==> src/rtl/chg_pkg.sv <==
// Shared types, register codes and reset constants for the cone height generator.
// Every module of the block imports this package; it depends on nothing else.
package chg_pkg;

  localparam int DEF_MAX_WIDTH  = 1024;
  localparam int DEF_MAX_HEIGHT = 1024;

  localparam int PIX_W    = 10;
  localparam int CENTER_W = 15;
  localparam int RADIUS_W = 15;
  localparam int PEAK_W   = 16;
  localparam int SQ_W     = 32;
  localparam int ROOT_W   = SQ_W / 2;
  localparam int ADDR_W   = 4;
  localparam int DATA_W   = 32;

  // Register indexes, taken from paddr[3:2].
  localparam logic [1:0] REG_CENTER_X = 2'd0;
  localparam logic [1:0] REG_CENTER_Y = 2'd1;
  localparam logic [1:0] REG_RADIUS   = 2'd2;
  localparam logic [1:0] REG_PEAK     = 2'd3;

  localparam logic signed [CENTER_W-1:0] RST_CENTER = '0;
  localparam logic [RADIUS_W-1:0]        RST_RADIUS = 15'd16;
  localparam logic signed [PEAK_W-1:0]   RST_PEAK   = 16'sd256;

  typedef struct packed {
    logic [PIX_W-1:0] pixel_x;
    logic [PIX_W-1:0] pixel_y;
  } pixel_t;

  typedef struct packed {
    logic signed [PEAK_W-1:0] elevation;
    logic                     inside_res;
  } result_t;

  // Control that travels with each item down the pipeline.
  typedef struct packed {
    logic vld;
    logic onmap;
  } chg_ctl_t;

endpackage

==> src/rtl/chg_offset.sv <==
// Front of the pipeline: offsets from the center, their squares and the sum.
// Three register stages; depends on chg_pkg.
module chg_offset #(
  parameter int MAX_WIDTH  = chg_pkg::DEF_MAX_WIDTH,
  parameter int MAX_HEIGHT = chg_pkg::DEF_MAX_HEIGHT
) (
  input  logic                                     clk,
  input  logic                                     rst,
  input  logic                                     en,
  input  logic                                     vld_in,
  input  chg_pkg::pixel_t                          pix,
  input  logic signed [chg_pkg::CENTER_W-1:0]      center_x,
  input  logic signed [chg_pkg::CENTER_W-1:0]      center_y,
  output chg_pkg::chg_ctl_t                        ctl_out,
  output logic [chg_pkg::SQ_W-1:0]                 sq
);
  import chg_pkg::*;

  localparam logic [PIX_W:0] W_LIM = (PIX_W+1)'(MAX_WIDTH);
  localparam logic [PIX_W:0] H_LIM = (PIX_W+1)'(MAX_HEIGHT);

  chg_ctl_t           ctl1, ctl2, ctl3;
  logic signed [16:0] dx, dy;
  logic [29:0]        sqx, sqy;
  logic [SQ_W-1:0]    sum;

  logic signed [16:0] dx_next, dy_next;
  logic signed [33:0] sqx_full, sqy_full;

  // Pixel position scaled to sixteenths, minus the sign-extended center.
  assign dx_next = $signed({3'b000, pix.pixel_x, 4'b0000}) - {{2{center_x[CENTER_W-1]}}, center_x};
  assign dy_next = $signed({3'b000, pix.pixel_y, 4'b0000}) - {{2{center_y[CENTER_W-1]}}, center_y};
  assign sqx_full = dx * dx;
  assign sqy_full = dy * dy;

  always_ff @(posedge clk) begin
    if (rst) begin
      ctl1.vld <= 1'b0;
      ctl2.vld <= 1'b0;
      ctl3.vld <= 1'b0;
    end else if (en) begin
      ctl1.vld <= vld_in;
      ctl2.vld <= ctl1.vld;
      ctl3.vld <= ctl2.vld;
    end
  end

  always_ff @(posedge clk) begin
    if (en) begin
      ctl1.onmap <= ({1'b0, pix.pixel_x} < W_LIM) && ({1'b0, pix.pixel_y} < H_LIM);
      dx         <= dx_next;
      dy         <= dy_next;
      ctl2.onmap <= ctl1.onmap;
      sqx        <= sqx_full[29:0];
      sqy        <= sqy_full[29:0];
      ctl3.onmap <= ctl2.onmap;
      sum        <= SQ_W'({1'b0, sqx} + {1'b0, sqy});
    end
  end

  assign ctl_out = ctl3;
  assign sq      = sum;

endmodule

==> src/rtl/chg_sqrt.sv <==
// Pipelined integer square root, rounded down: one result bit per register stage.
// Sixteen stages for a 32-bit radicand; depends on chg_pkg.
module chg_sqrt (
  input  logic                          clk,
  input  logic                          rst,
  input  logic                          en,
  input  chg_pkg::chg_ctl_t             ctl_in,
  input  logic [chg_pkg::SQ_W-1:0]      sq,
  output chg_pkg::chg_ctl_t             ctl_out,
  output logic [chg_pkg::ROOT_W-1:0]    distance
);
  import chg_pkg::*;

  logic [ROOT_W:0]   rem  [1:ROOT_W];
  logic [ROOT_W-1:0] root [1:ROOT_W];
  logic [SQ_W-1:0]   rad  [1:ROOT_W];
  chg_ctl_t          ctl  [1:ROOT_W];

  for (genvar g = 0; g < ROOT_W; g++) begin : g_step
    logic [ROOT_W:0]   src_rem;
    logic [ROOT_W-1:0] src_root;
    logic [SQ_W-1:0]   src_rad;
    chg_ctl_t          src_ctl;
    logic [ROOT_W+2:0] acc;
    logic [ROOT_W+2:0] trial;
    logic [ROOT_W+2:0] diff;
    logic              take;

    if (g == 0) begin : g_first
      assign src_rem  = '0;
      assign src_root = '0;
      assign src_rad  = sq;
      assign src_ctl  = ctl_in;
    end else begin : g_next
      assign src_rem  = rem[g];
      assign src_root = root[g];
      assign src_rad  = rad[g];
      assign src_ctl  = ctl[g];
    end

    // Bring down the next two radicand bits and try the digit one.
    assign acc   = {src_rem, src_rad[SQ_W-1-2*g -: 2]};
    assign trial = {1'b0, src_root, 2'b01};
    assign take  = acc >= trial;
    assign diff  = acc - trial;

    always_ff @(posedge clk) begin
      if (rst) begin
        ctl[g+1].vld <= 1'b0;
      end else if (en) begin
        ctl[g+1].vld <= src_ctl.vld;
      end
    end

    always_ff @(posedge clk) begin
      if (en) begin
        ctl[g+1].onmap <= src_ctl.onmap;
        rem[g+1]       <= take ? diff[ROOT_W:0] : acc[ROOT_W:0];
        root[g+1]      <= {src_root[ROOT_W-2:0], take};
        rad[g+1]       <= src_rad;
      end
    end
  end

  assign ctl_out  = ctl[ROOT_W];
  assign distance = root[ROOT_W];

endmodule

==> src/rtl/chg_div.sv <==
// Back of the pipeline: inside test, peak times (radius - distance), a restoring
// divide by the radius one quotient bit per stage, and the signed output register.
// Depends on chg_pkg.
module chg_div (
  input  logic                                clk,
  input  logic                                rst,
  input  logic                                en,
  input  chg_pkg::chg_ctl_t                   ctl_in,
  input  logic [chg_pkg::ROOT_W-1:0]          distance,
  input  logic [chg_pkg::RADIUS_W-1:0]        radius,
  input  logic signed [chg_pkg::PEAK_W-1:0]   peak,
  output logic                                res_valid,
  output chg_pkg::result_t                    res
);
  import chg_pkg::*;

  localparam int Q_W = 16;

  // Stage A: inside test and operands of the product.
  logic                vld_a, inside_a, neg_a;
  logic [RADIUS_W-1:0] span_a;
  logic [PEAK_W-1:0]   mag_a;
  // Stage B: product.
  logic                vld_b, inside_b, neg_b;
  logic [30:0]         prod_b;

  logic                    in_range;
  logic [PEAK_W-1:0]       peak_mag;

  logic [RADIUS_W-1:0] rem   [1:Q_W];
  logic [Q_W-1:0]      quot  [1:Q_W];
  logic [Q_W-1:0]      low   [1:Q_W];
  logic                vld_d [1:Q_W];
  logic                ins_d [1:Q_W];
  logic                neg_d [1:Q_W];

  assign in_range = ctl_in.onmap && (distance <= {1'b0, radius});
  assign peak_mag = peak[PEAK_W-1] ? PEAK_W'(-peak) : peak;

  always_ff @(posedge clk) begin
    if (rst) begin
      vld_a <= 1'b0;
      vld_b <= 1'b0;
    end else if (en) begin
      vld_a <= ctl_in.vld;
      vld_b <= vld_a;
    end
  end

  always_ff @(posedge clk) begin
    if (en) begin
      inside_a <= in_range;
      span_a   <= in_range ? radius - distance[RADIUS_W-1:0] : '0;
      mag_a    <= peak_mag;
      neg_a    <= peak[PEAK_W-1];
      inside_b <= inside_a;
      neg_b    <= neg_a;
      prod_b   <= {15'b0, mag_a} * {16'b0, span_a};
    end
  end

  // The quotient never exceeds the peak magnitude, so the upper product bits
  // already lie below the radius and only the low sixteen bits are shifted in.
  for (genvar g = 0; g < Q_W; g++) begin : g_step
    logic [RADIUS_W-1:0] src_rem;
    logic [Q_W-1:0]      src_quot;
    logic [Q_W-1:0]      src_low;
    logic                src_vld, src_ins, src_neg;
    logic [RADIUS_W:0]   acc;
    logic [RADIUS_W:0]   diff;
    logic                take;

    if (g == 0) begin : g_first
      assign src_rem  = prod_b[30:16];
      assign src_quot = '0;
      assign src_low  = prod_b[15:0];
      assign src_vld  = vld_b;
      assign src_ins  = inside_b;
      assign src_neg  = neg_b;
    end else begin : g_next
      assign src_rem  = rem[g];
      assign src_quot = quot[g];
      assign src_low  = low[g];
      assign src_vld  = vld_d[g];
      assign src_ins  = ins_d[g];
      assign src_neg  = neg_d[g];
    end

    assign acc  = {src_rem, src_low[Q_W-1-g]};
    assign take = acc >= {1'b0, radius};
    assign diff = acc - {1'b0, radius};

    always_ff @(posedge clk) begin
      if (rst) begin
        vld_d[g+1] <= 1'b0;
      end else if (en) begin
        vld_d[g+1] <= src_vld;
      end
    end

    always_ff @(posedge clk) begin
      if (en) begin
        rem[g+1]   <= take ? diff[RADIUS_W-1:0] : acc[RADIUS_W-1:0];
        quot[g+1]  <= {src_quot[Q_W-2:0], take};
        low[g+1]   <= src_low;
        ins_d[g+1] <= src_ins;
        neg_d[g+1] <= src_neg;
      end
    end
  end

  // Output register: quotient magnitude takes the sign of the peak.
  always_ff @(posedge clk) begin
    if (rst) begin
      res_valid <= 1'b0;
    end else if (en) begin
      res_valid <= vld_d[Q_W];
    end
  end

  always_ff @(posedge clk) begin
    if (en) begin
      res.elevation  <= neg_d[Q_W] ? $signed(PEAK_W'(-quot[Q_W])) : $signed(quot[Q_W]);
      res.inside_res <= ins_d[Q_W];
    end
  end

endmodule

==> src/rtl/cone_height_generator.sv <==
// Cone height generator: each input transfer passes through the offset, square root and divide stages to its result.
// Throughput is one pixel per clock; the input stalls only while a finished result
// is held by a stalled output, which freezes the whole 38-stage pipeline.
// Most of those stages lie in the 16-stage square root and the 16-stage radius divide.
// Reset (synchronous, active high) empties the pipeline and loads the register
// reset values: center 0,0, radius 16, peak 256.
module cone_height_generator #(
  parameter int MAX_WIDTH  = chg_pkg::DEF_MAX_WIDTH,
  parameter int MAX_HEIGHT = chg_pkg::DEF_MAX_HEIGHT
) (
  input  logic                          clk,
  input  logic                          rst,
  input  logic                          in_valid,
  output logic                          in_stall,
  input  chg_pkg::pixel_t               in_data,
  output logic                          out_valid,
  input  logic                          out_stall,
  output chg_pkg::result_t              out_data,
  input  logic                          psel,
  input  logic                          penable,
  input  logic                          pwrite,
  input  logic [chg_pkg::ADDR_W-1:0]    paddr,
  input  logic [chg_pkg::DATA_W-1:0]    pwdata,
  output logic [chg_pkg::DATA_W-1:0]    prdata,
  output logic                          pready
);
  import chg_pkg::*;

  logic signed [CENTER_W-1:0] center_x;
  logic signed [CENTER_W-1:0] center_y;
  logic [RADIUS_W-1:0]        cone_radius;
  logic signed [PEAK_W-1:0]   peak_height;

  logic                en;
  logic                wr;
  logic [RADIUS_W-1:0] radius_eff;
  chg_ctl_t            ctl_sq, ctl_rt;
  logic [SQ_W-1:0]     sq;
  logic [ROOT_W-1:0]   distance;

  assign pready = 1'b1;
  assign wr     = psel && penable && pwrite && pready;

  always_ff @(posedge clk) begin
    if (rst) begin
      center_x    <= RST_CENTER;
      center_y    <= RST_CENTER;
      cone_radius <= RST_RADIUS;
      peak_height <= RST_PEAK;
    end else if (wr) begin
      case (paddr[3:2])
        REG_CENTER_X: center_x    <= pwdata[CENTER_W-1:0];
        REG_CENTER_Y: center_y    <= pwdata[CENTER_W-1:0];
        REG_RADIUS:   cone_radius <= pwdata[RADIUS_W-1:0];
        REG_PEAK:     peak_height <= pwdata[PEAK_W-1:0];
        default: ;
      endcase
    end
  end

  always_comb begin
    case (paddr[3:2])
      REG_CENTER_X: prdata = DATA_W'(signed'(center_x));
      REG_CENTER_Y: prdata = DATA_W'(signed'(center_y));
      REG_RADIUS:   prdata = DATA_W'(cone_radius);
      REG_PEAK:     prdata = DATA_W'(signed'(peak_height));
      default:      prdata = '0;
    endcase
  end

  // A zero radius divides as one.
  assign radius_eff = (cone_radius == '0) ? RADIUS_W'(1) : cone_radius;

  // All stages advance together unless the output holds a stalled transfer.
  assign en       = !(out_valid && out_stall);
  assign in_stall = !en;

  chg_offset #(
    .MAX_WIDTH  (MAX_WIDTH),
    .MAX_HEIGHT (MAX_HEIGHT)
  ) u_offset (
    .clk      (clk),
    .rst      (rst),
    .en       (en),
    .vld_in   (in_valid),
    .pix      (in_data),
    .center_x (center_x),
    .center_y (center_y),
    .ctl_out  (ctl_sq),
    .sq       (sq)
  );

  chg_sqrt u_sqrt (
    .clk      (clk),
    .rst      (rst),
    .en       (en),
    .ctl_in   (ctl_sq),
    .sq       (sq),
    .ctl_out  (ctl_rt),
    .distance (distance)
  );

  chg_div u_div (
    .clk       (clk),
    .rst       (rst),
    .en        (en),
    .ctl_in    (ctl_rt),
    .distance  (distance),
    .radius    (radius_eff),
    .peak      (peak_height),
    .res_valid (out_valid),
    .res       (out_data)
  );

  a_stall_only_on_held_result: assert property (@(posedge clk) disable iff (rst)
    in_stall |-> (out_valid && out_stall))
    else $error("input stalled without a held result");

  a_outside_is_flat: assert property (@(posedge clk) disable iff (rst)
    (out_valid && !out_data.inside_res) |-> (out_data.elevation == '0))
    else $error("nonzero elevation outside the cone");

  a_reset_empties: assert property (@(posedge clk)
    rst |=> !out_valid)
    else $error("result valid right after reset");

endmodule
==> config.mk <==
export PLATFORM = sky130hd
export DESIGN_NAME = cone_height_generator
export DESIGN_NICKNAME = d
export VERILOG_FILES = /design/src/rtl/chg_pkg.sv /design/src/rtl/chg_offset.sv /design/src/rtl/chg_sqrt.sv /design/src/rtl/chg_div.sv /design/src/rtl/cone_height_generator.sv
export SDC_FILE = /design/constraint.sdc
export NUM_CORES = 2
export LEC_CHECK = 0
export BUFFER_PORTS_ARGS = -buffer_cell sky130_fd_sc_hd__buf_2
export CORE_MARGIN = 5
export CORE_UTILIZATION = 40
export CTS_CLUSTER_DIAMETER = 60
export DETAILED_ROUTE_END_ITERATION = 16
export GPL_TIMING_DRIVEN = 0
export PLACE_DENSITY_LB_ADDON = 0.15
export SYNTH_ARGS = -nofsm -noshare
export SYNTH_HDL_FRONTEND = slang
export SYNTH_SLANG_ARGS = --single-unit
==> constraint.sdc <==
create_clock -name clk -period 63.5 [get_ports clk]
set_input_delay 12.7 -clock clk [delete_from_list [all_inputs] [get_ports clk]]
set_output_delay 12.7 -clock clk [all_outputs]
set_load 0.01 [all_outputs]
* Word level (Yosys, flattened, before mapping)
Memories as Yosys holds them, arrays and structs flattened. A register that Yosys moved wholly into a read port is not among the register bits.
Index checks and enable logic that the tools add are counted.
** Word-level totals
- Bits in registers :: 272
- Memory bits (writable) :: 1872
- Input port bits :: 63
- Word-level logic and storage cells :: 227
- Memories kept :: 10
** Memories
- u_sqrt.rad :: depth 16, bits a word 32, read ports 15, clocked after Yosys merged registers in 0, wr ports 16, line chg_sqrt.sv:16 : logic [SQ_W-1:0] rad [1:ROOT_W];
- u_sqrt.rem :: depth 16, bits a word 17, read ports 15, clocked after Yosys merged registers in 0, wr ports 16, line chg_sqrt.sv:14 : logic [ROOT_W:0] rem [1:ROOT_W];
- u_div.low :: depth 16, bits a word 16, read ports 15, clocked after Yosys merged registers in 0, wr ports 16, line chg_div.sv:32 : logic [Q_W-1:0] low [1:Q_W];
- u_div.quot :: depth 16, bits a word 16, read ports 16, clocked after Yosys merged registers in 0, wr ports 16, line chg_div.sv:31 : logic [Q_W-1:0] quot [1:Q_W];
- u_sqrt.root :: depth 16, bits a word 16, read ports 16, clocked after Yosys merged registers in 0, wr ports 16, line chg_sqrt.sv:15 : logic [ROOT_W-1:0] root [1:ROOT_W];
- u_div.rem :: depth 16, bits a word 15, read ports 15, clocked after Yosys merged registers in 0, wr ports 16, line chg_div.sv:30 : logic [RADIUS_W-1:0] rem [1:Q_W];
- +4 memories
** Operators by class
- $add $sub $neg :: 38
- Multiply operators :: 3
- Magnitude comparators :: 33
- Equal/unequal tests :: 3
- Multiplexer cells :: 73
- Bitwise logic cells :: 32
- Reduce and logical (&&, ||, !) cells :: 12
** Operators by type and width (number)
- 19-bit by 18-bit greater-or-equal comparator with 1-bit output :: 15
- 17-bit two-way mux :: 16
- 15-bit two-way mux :: 18
- 16-bit by 15-bit greater-or-equal comparator with 1-bit output :: 16
- 15-bit subtractor :: 17
- 17-bit subtractor :: 15
- 32-bit one-hot mux with 4 select lines :: 1
- 16-bit by 16-bit multiplier with 30-bit output :: 2
- 1-bit two-way mux :: 37
- 16-bit negator :: 2
- 1-bit OR :: 32
- 15-bit by 15-bit subtractor with 16-bit output :: 2
- 30-bit by 30-bit adder with 31-bit output :: 1
- 16-bit by 15-bit multiplier with 31-bit output :: 1
- 16-bit by 15-bit <= comparator with 1-bit output :: 1
- 16-bit two-way mux :: 1
- 15-bit zero test :: 1
- 2-bit AND reduction :: 4
- 2-bit equality test (second input constant) :: 2
- 1-bit logical AND :: 4
- 2-bit by 1-bit subtractor with 3-bit output (second input constant) :: 1
- 2-bit by 1-bit equality test with 1-bit output (second input constant) :: 1
- 2-bit by 1-bit greater-or-equal comparator with 1-bit output (second input constant) :: 1
- 1-bit zero test :: 2
- 2-bit zero test :: 1

* Logic depth before layout (Yosys ltp)
- Depth in word-level cells :: 5
- Mapped depth :: 25

* Hierarchy
A second synthesis with hierarchy kept.
** Unflattened totals
- Cells, all modules :: 8572
- Area total of the unflattened synthesis :: 97986.5 µm²
** Modules (own cells, without submodules)
- chg_div :: instances 1, cells each 3695, area each 41967.8 µm², seq. area each 18437.7 µm²
- chg_sqrt :: instances 1, cells each 2173, area each 29495.8 µm², seq. area each 19368.6 µm²
- chg_offset :: instances 1, cells each 2416, area each 23442.5 µm², seq. area each 3693.5 µm²
- cone_height_generator :: instances 1, cells each 288, area each 3080.5 µm², seq. area each 1221.2 µm²

* Worst setup path before layout
OpenSTA, ideal clock, no wires.
- Path kind :: input port to output port
- Start point :: input port out_stall
- End point :: output port in_stall
- Data arrival time :: 49885 ps
- Setup slack :: 915 ps
- Cell stages on the path :: 2
- Path buffers :: 0
- Cells stage by stage :: nand2_1 > clkinv_1
** On the way
- Cells in the longest elaborated chain, start to end :: 1
** Ends and longest elaborated chain
- start, declared :: line cone_height_generator.sv:17 : input logic out_stall,
- 1-bit logical AND :: line cone_height_generator.sv:75 : assign en = !(out_valid && out_stall);
- end, declared :: line cone_height_generator.sv:14 : output logic in_stall,
Every way passes these cells.

* Final worst setup path
- Start point :: input port paddr[3] (netlist bit)
- End point :: output port prdata[14] (netlist bit)
** On the way
- Cells in the longest elaborated chain, start to end :: 2
- Elaborated cells on any way between the ends :: 5
** Ends and longest elaborated chain
- start, declared :: line cone_height_generator.sv:22 : input logic [chg_pkg::ADDR_W-1:0] paddr,
- 2-bit equality test, or another cell as far along :: line cone_height_generator.sv:62 : case (paddr[3:2])
- 32-bit one-hot mux with 4 select lines * :: line cone_height_generator.sv:62
- end, declared :: line cone_height_generator.sv:24 : output logic [chg_pkg::DATA_W-1:0] prdata,
Mark *: on every way between the ends. The rest lies on a longest branch, timed or not.

==> impl_metrics.tcl <==
set metrics [dict create \
    status "complete, no violations" \
    dpl_cell_area_sq_um 99100 \
    synth_nets 9539 \
    synth_cells 8103 \
    fmax_mhz 36.2 \
    worst_pin_slew_ps 1410 \
    area_growth_pct 11.7 \
    pin_count 115 \
    nNetsFinal 9837 \
    antenna_found_initial 17 \
    ys_seq_elements 1423 \
    cts_sinks 1423 \
    synth_most_common_cell "edfxtp_1" \
    cp_max_fo 10 \
    period_share_pct 43.6 \
    design.core.area_sq_um 233000 \
    n_fill_cell 21300 \
    ant_nets 0 \
    vias_per_cell 5.04 \
    drc 0 \
    synth.top_cells.by_area "edfxtp_1 (43%), fa_1 (14%), ha_1 (9.7%)" \
    fin_util_pct 45.0 \
    clk_latency_ps 820 \
    clk_pin_slew_ps 60 \
    drv_slew 0 \
    portBuffers 93 \
    drtIter0Drc 3785 \
    ctsHoldBuffers 0 \
    reg2reg_from "u_offset.dy[4]$_DFFE_PN_" \
    hp-start "u_sqrt.rad[0][224]$_DFFE_PN_" \
    synth_cell_types 86 \
    grt_max_degree 76 \
    hp-class "flop to flop" \
    crit_path_start_kind "input port" \
    grt_pass1_wl_mm 333 \
    peakVddDrop_v 0.0000946 \
    start_util_pct 40.3 \
    drv_cap 0 \
    gr-usage-all-layers_pct 17.3 \
    crit_required_ps 50800 \
    synth_top_area_cell "edfxtp_1" \
    cpPeakStageDelay_ps 580 \
    critPathSlowestCell "buf_1" \
    synth-edff-count 1356 \
    async_flop_share_pct 0 \
    fin_skew_ps 44.1 \
    rows 177 \
    synth_top_area_share_pct 43.4 \
    timing.final.crit_period_ps 27660 \
    die_x_um 495 \
    grt_pass1_vias 59600 \
    htree_num_levels 4 \
    startpoint "paddr[3]" \
    fin_setup_tns_ps 0 \
    cts_tree "done" \
    power_leakage_nw 45.8 \
    crit_chain "buf_2 > buf_1 > buf_1 > a211oi_1 > a21oi_1 > buf_2" \
    die_y_um 495 \
    syn_area_per_cell_sq_um 11.6 \
    finalInstanceArea_sq_um 105000 \
    syn_area_sq_um 93900 \
    synth_warnings 0 \
    clk_path_buf_depth 3 \
    overflow 0 \
    slew_headroom_pct 6.25 \
    hpwlAfterDp_mm 162 \
    dieArea_sq_um 245000 \
    grt_setup_unrepaired "no" \
    final-hold-violation-count 0 \
    cp-end-kind "primary output" \
    gp_routability_congestion 0.888 \
    vias 59000 \
    seq_area_frac_synth_pct 44.8 \
    layout-drive-gt1-share_pct 8.14 \
    drt-wirelength-per-cell_um 18.1 \
    ys_top_cells_by_count "edfxtp_1 (1356), inv_1 (1179), ha_1 (727)" \
    worst-endpoint-arrival_ps 14960 \
    wl_mm 212 \
    drt_first_pass_iters 6 \
    crit_type "input port to primary output" \
    power-per-cell-area_nw_per_um2 52.4 \
    cts-root-buf "clkbuf_16" \
    whs_ps 380 \
    cts_buffers 175 \
    ctsResizeCount 0 \
    post_cts_buffers 0 \
    setup-violations-final 0 \
    synthFlopType "edfxtp_1" \
]
final cells by class:
class | count | area, sq um | area share, %
antenna | 9 | 22.5 | 0.0215
buffer | 193 | 841 | 0.802
clock buffer | 211 | 4590 | 4.37
clock inverter | 116 | 1170 | 1.12
inverter | 1180 | 4430 | 4.22
multi-input combinational | 5307 | 46600 | 44.5
sequential | 1423 | 42100 | 40.1
tap | 3132 | 3920 | 3.74
timing repair buffer | 121 | 1220 | 1.16
report_power, final:
group / internal, mW / switching, mW / total (mW)
registers: 1.53 / 0.166 / 1.70
clock network: 0.565 / 0.411 / 0.976
logic: 1.26 / 1.56 / 2.83
total: 3.36 / 2.14 / 5.50
final timing paths:
path | end | slack (ps) | cells past startpoint
setup reg to reg | u_offset.sqy[28]$_DFFE_PN_ | 55920 | 22
hold / removal | u_sqrt.rad[0][256]$_DFFE_PN_ | 380 | 0
setup / recovery | prdata[14] | 35840 | 6
hold reg to reg | u_sqrt.rad[0][256]$_DFFE_PN_ | 380 | 0
cell usage in the layout (no fill, tap or decap), drive strengths merged, types with 123 or more instances in the layout:
| cell | n |
|---|---|
| and2 | 254 |
| a21oi | 404 |
| xor2 | 134 |
| a21o | 123 |
| ha | 727 |
| xnor2 | 374 |
| nor3 | 128 |
| nor2 | 425 |
| o21a | 125 |
| buf | 165 |
| mux2 | 201 |
| fa | 646 |
| o21ai | 239 |
| edfxtp | 1356 |
| inv | 1198 |
| nand2 | 638 |
| clkbuf | 360 |
cells by family after synthesis:
kind of cell / share of synthesized area, %
multiplexers: 3.16
buffers and inverters: 5.61
other: 0.00800
flip-flops: 44.8
AND/OR/NAND/NOR: 10.2
XOR/XNOR: 4.75
adder cells (fa/ha/maj): 23.5
AO/OA/AOI/OAI: 8.03
routing by layer:
layer	wire (um)	share of wire (%)	track usage, %
met5	82	0.039	0
met4	7340	3.5	6.23
met1	97100	46	23.9
met3	10200	4.8	3.04
met2	96800	46	27.4
critical path: cells and delay by family:
family,cells,cell delay [ps]
AOI/OAI and AO/OA,2,700
buffers and inverters,4,1530
per-stage QoR:
step / setup slack (ps) / total power [mW] / instances
final: 35840 / 5.50 / 11700
after global placement: -16670 / 4.51 / 11300
after CTS: 35770 / 5.58 / 11700
after global routing: 35680 / 5.99 / 11700
after detailed placement: 35770 / 4.56 / 11400
after floorplan: 915 / 3.86 / 8103
state kept, by name, indices dropped and copies added (netlist names), 17 cells and up:
name,count
u_div.low,120
u_div.prod_b,31
u_div.quot,136
u_div.rem,225
u_div.res,17
u_offset.sq,31
u_offset.sqx,29
u_offset.sqy,29
u_sqrt.rad,240
u_sqrt.rem,231
u_sqrt.root,136
Note: power is estimated with default switching activity, not from simulation.
